===== src/arpc_pkg.sv =====
// Shared types, constants and helpers of the ARP cache.
package arpc_pkg;

    localparam int ENTRIES_PER_PORT = 256;
    localparam int NUM_PORTS        = 2;

    localparam int IDX_W  = $clog2(ENTRIES_PER_PORT);
    localparam int CNT_W  = $clog2(ENTRIES_PER_PORT + 1);
    localparam int ADDR_W = $clog2(NUM_PORTS * ENTRIES_PER_PORT);
    localparam int DEPTH  = NUM_PORTS * ENTRIES_PER_PORT;

    localparam logic [1:0] CMD_TICK   = 2'd0;
    localparam logic [1:0] CMD_LOOKUP = 2'd1;
    localparam logic [1:0] CMD_LEARN  = 2'd2;

    localparam logic [1:0] ST_FREE = 2'd0;
    localparam logic [1:0] ST_OK   = 2'd1;
    localparam logic [1:0] ST_WAIT = 2'd2;

    localparam logic CFG_RESOLVED   = 1'b0;
    localparam logic CFG_UNRESOLVED = 1'b1;

    localparam logic [15:0] RESOLVED_TIMEOUT_RST   = 16'd60;
    localparam logic [15:0] UNRESOLVED_TIMEOUT_RST = 16'd1;

    typedef struct packed {
        logic [1:0]  status;
        logic [31:0] ip;
        logic [47:0] mac;
        logic [31:0] last_seen;
    } entry_t;

    localparam int ENTRY_W = $bits(entry_t);

    typedef struct packed {
        logic idle;
        logic accept;
        logic scan;
        logic fill;
        logic load_out;
    } ctrl_t;

    typedef struct packed {
        logic req_valid;
        logic start_scan;
        logic empty;
        logic hit;
        logic last;
        logic out_free;
    } stat_t;

    function automatic logic [ADDR_W-1:0] addr_of(input logic port, input logic [CNT_W-1:0] idx);
        return ADDR_W'(ADDR_W'(port) * ADDR_W'(ENTRIES_PER_PORT) + ADDR_W'(idx));
    endfunction

endpackage


===== src/arpc_ctrl.sv =====
// Sequencer of the ARP cache: accept, table scan, fill and result hand-off.
module arpc_ctrl (
    input  logic            clk,
    input  logic            rst_n,
    input  arpc_pkg::stat_t stat,
    output arpc_pkg::ctrl_t ctrl
);
    import arpc_pkg::*;

    localparam logic [1:0] S_IDLE = 2'd0;
    localparam logic [1:0] S_SCAN = 2'd1;
    localparam logic [1:0] S_FILL = 2'd2;
    localparam logic [1:0] S_OUT  = 2'd3;

    logic [1:0] state_reg, state_next;

    always_comb
    begin
        state_next = state_reg;
        ctrl       = '0;
        unique case (state_reg)
            S_IDLE:
            begin
                ctrl.idle = 1'b1;
                if (stat.req_valid)
                begin
                    ctrl.accept = 1'b1;
                    if (stat.start_scan)
                    begin
                        state_next = stat.empty ? S_FILL : S_SCAN;
                    end
                end
            end
            S_SCAN:
            begin
                ctrl.scan = 1'b1;
                if (stat.hit)
                begin
                    state_next = S_OUT;
                end
                else if (stat.last)
                begin
                    state_next = S_FILL;
                end
            end
            S_FILL:
            begin
                ctrl.fill  = 1'b1;
                state_next = S_OUT;
            end
            S_OUT:
            begin
                if (stat.out_free)
                begin
                    ctrl.load_out = 1'b1;
                    state_next    = S_IDLE;
                end
            end
            default: state_next = S_IDLE;
        endcase
    end

    always_ff @(posedge clk or negedge rst_n)
    begin
        if (!rst_n)
        begin
            state_reg <= S_IDLE;
        end
        else
        begin
            state_reg <= state_next;
        end
    end
endmodule


===== config.mk =====
export PLATFORM = sky130hd
export DESIGN_NAME = arpc_ctrl
export DESIGN_NICKNAME = d
export VERILOG_FILES = /design/src/arpc_pkg.sv /design/src/arpc_ctrl.sv
export SDC_FILE = /design/constraint.sdc
export NUM_CORES = 1
export LEC_CHECK = 0
export BUFFER_PORTS_ARGS = -buffer_cell sky130_fd_sc_hd__clkbuf_2
export CORE_AREA = 5 5 42 44
export CTS_BUF_LIST = sky130_fd_sc_hd__clkbuf_8
export DETAILED_ROUTE_END_ITERATION = 8
export DIE_AREA = 0 0 47 49
export PLACE_DENSITY_LB_ADDON = 0.25
export SLEW_MARGIN = 25
export SYNTH_ARGS = -nofsm -noshare
export SYNTH_HDL_FRONTEND = slang
export SYNTH_SLANG_ARGS = --single-unit

===== constraint.sdc =====
create_clock -name clk -period 2.2 [get_ports clk]
set_input_delay 0.11 -clock clk [delete_from_list [all_inputs] [get_ports clk]]
set_output_delay 0.11 -clock clk [all_outputs]
set_load 0.03 [all_outputs]

==> metrics.md <==
| Metric | Value |
|---|---|
| Max FO, Critical Path | 5 |
| Setup TNS | 0 ps |
| Commonest non-fill, non-tap cells in the layout | clkbuf_2 (12), ha_1 (5), clkbuf_8 (3) |
| Status | finished clean |
| Post-DR wirelength/cell | 9.327 microns |
| Drt first-iter violations | 3 |
| Area Overhead vs Synth | 51.47% |
| Pleak | about 0.19 nW |
| Postcts setup bufs | 0 |
| Register area share after synthesis | 19.61% |
| TritonRoute pass-1 iters | 2 |
| Tcrit/Tclk final | approximately 64% |
| Max reg flops | 2 |
| Clock tree buffer depth | 2 |
| I/O Pins | 13 |
| Filler Cell Count | 162 |
| Final Skew | 0.7556 ps |
| Period minus WS final | roughly 1400 ps |
| Avg Cell Area, Syn | between 10 and 15 sq um |
| Routed vias/inst | slightly below 4 |
| Mapped Cells | 23 |
| Critical path launch point type | flip-flop |
| Crit. End Element | output port |
| Routed via count | between 200 and 250 |
| Core Rows | 14 |
| Cells on worst reg2reg path | 5 |
| Hold_ws | about 220 ps |
| Global-route usage over all layers | under 10% |
| DRC violations left | 0 |
| Reg clk slew, reported paths | about 30 ps |
| First-pass GRT wire length | just under 900 microns |
| Number of global-route vias before repair | 224 |
| Max-slew violations | 0 |
| Mapped cell area | approximately 260 sq um |
| Pwr dens | roughly 1500 nW/um^2 |
| Critical Path AT | 1310 ps |
| Peak VDD IR | between 0.5 and 0.6 mV |
| HPWL after DPL | 456.3 microns |
| Hold Violations, Final | 0 |
| Kind of critical path | reg -> out |
| CTS H-tree depth | 1 |
| Routability congestion estimate | between 0.6 and 0.7 |
| Syn. warnings | 0 |
| Die area | approximately 2300 sq um |
| Total global routing overflow | 0 |
| Largest net degree at the start of global routing | 6 |
| Initial Util | about 18% |
| Die height | between 40 and 50 microns |
| ANT cells | 0 |
| Core region area | ~1400 sq um |
| Final setup violation count | 0 |
| Share of cells above drive strength 1 | 48.72% |
| CP required | between 2000 and 2500 ps |
| Nets | between 50 and 60 |
| Num CTS Buffers | 3 |
| Syn nets | 36 |
| CTS root buffer | clkbuf_8 |
| Slew @ Worst Pin | ~320 ps |
| CTS tree | yes |
| FMAX | ~0.71 GHz |
| Sink Count | 2 |
| Hold crit path type | in -> async |
| I/O Buffers | 12 |
| Distinct cell type count after synthesis | 16 |
| Initial antenna violation count | 0 |
| Final ANT Viol Nets | 0 |
| RSZ-0062 raised after global routing | no |
| Flops & latches, synth | 2 |
| Worst skew pair latency | around 210 ps |
| Worst slew margin | between 70% and 80% |
| Commonest non-fill, non-tap cell in the layout | clkbuf_2 |
| Total Wirelength | 513 microns |
| Max-Cap Viols | 0 |
| Die Width | roughly 47 microns |
[cell usage after synthesis]
master,n,area share [%]
nor3b_2,1,4.9
a2bb2oi_2,1,5.9
inv_1,2,2.9
nor2b_4,1,5.4
or2b_1,1,2.9
and2_1,2,4.9
a21oi_1,1,2.0
nor3_1,1,2.0
ha_1,5,25
clkinv_1,1,1.5
a211oi_1,1,2.9
mux2i_1,1,3.9
o2bb2ai_1,1,3.4
nor2b_1,1,2.5
a2111oi_4,1,11
dfrtp_1,2,20
[critical path, cell delays in order, from the launching register on]
cell and delay (ps):
dfrtp_1 390, inv_1 130, ha_1 320, clkbuf_2 260
[routing by layer]
metal | track usage (%) | routed length [microns]
met1 | 7.440 | 264
met2 | 6.787 | 207
met3 | 2.214 | 41
met4 | 4.147 | 0
met5 | 0 | 0
[power by group]
group | internal, mW | leakage (nW) | total [mW] | switching (mW)
combinational | 0.163 | 0.145 | 0.375 | 0.212
sequential | 0.0582 | 0.0233 | 0.0782 | 0.0200
clock | 0.115 | 0.0216 | 0.141 | 0.0257
total | 0.337 | 0.190 | 0.595 | 0.258
[stage by stage]
| stage | setup WS, ps | util, % | instance area (sq um) | power (mW) | std cells |
|---|---|---|---|---|---|
| 6_report | 782.2 | 27.59 | 386.6 | 0.5946 | 55 |
| 3_3_place_gp | 749.0 | 23.93 | 335.3 | 0.4669 | 51 |
| 5_1_grt | 672.8 | 27.59 | 386.6 | 0.6495 | 55 |
| 4_1_cts | 757.3 | 27.59 | 386.6 | 0.6088 | 55 |
| 3_5_place_dp | 762.3 | 23.93 | 335.3 | 0.4585 | 51 |
| 2_1_floorplan | 685.5 | - | 255.2 | 0.3842 | 23 |
[final timing paths]
path                                    from            to  slack (ps)
worst max register to register  state_reg[1]  state_reg[0]         790
worst max-delay path            state_reg[0]       ctrl[4]         780
worst min register to register  state_reg[1]  state_reg[1]         570
worst min-delay path                   rst_n  state_reg[1]         220
max in group asynchronous              rst_n  state_reg[0]        1880
min in group clk                     stat[4]  state_reg[1]         290
[timing repair]
item / in CTS / in global routing
hold buffers: 1 / 0
endpoints found under the hold margin: 2 / 0
resized for setup: 0 / 0
setup endpoints to repair: 0 / 0
[cell type report]
class | instances | area (sq um) | share of cell area, %
Multi-Input combinational cell | 18 | 193.9 | 50.16
Timing Repair Buffer | 13 | 70.07 | 18.12
Tap cell | 16 | 20.02 | 5.178
Inverter | 3 | 11.26 | 2.913
Sequential cell | 2 | 50.05 | 12.94
Clock buffer | 3 | 41.29 | 10.68
[cells by family (layout without fill, tap and decap cells)]
family                     Yosys count  count (layout)  synth area share, %
AOI/OAI and AO/OA                    5               5                25.00
buffers and inverters                3              19                4.411
adders and majority gates            5               5                24.51
and+or+nand+nor                      7               7                22.55
DFF                                  2               2                19.61
muxes                                1               1                3.922
Note: power is estimated with default switching activity, not from simulation.
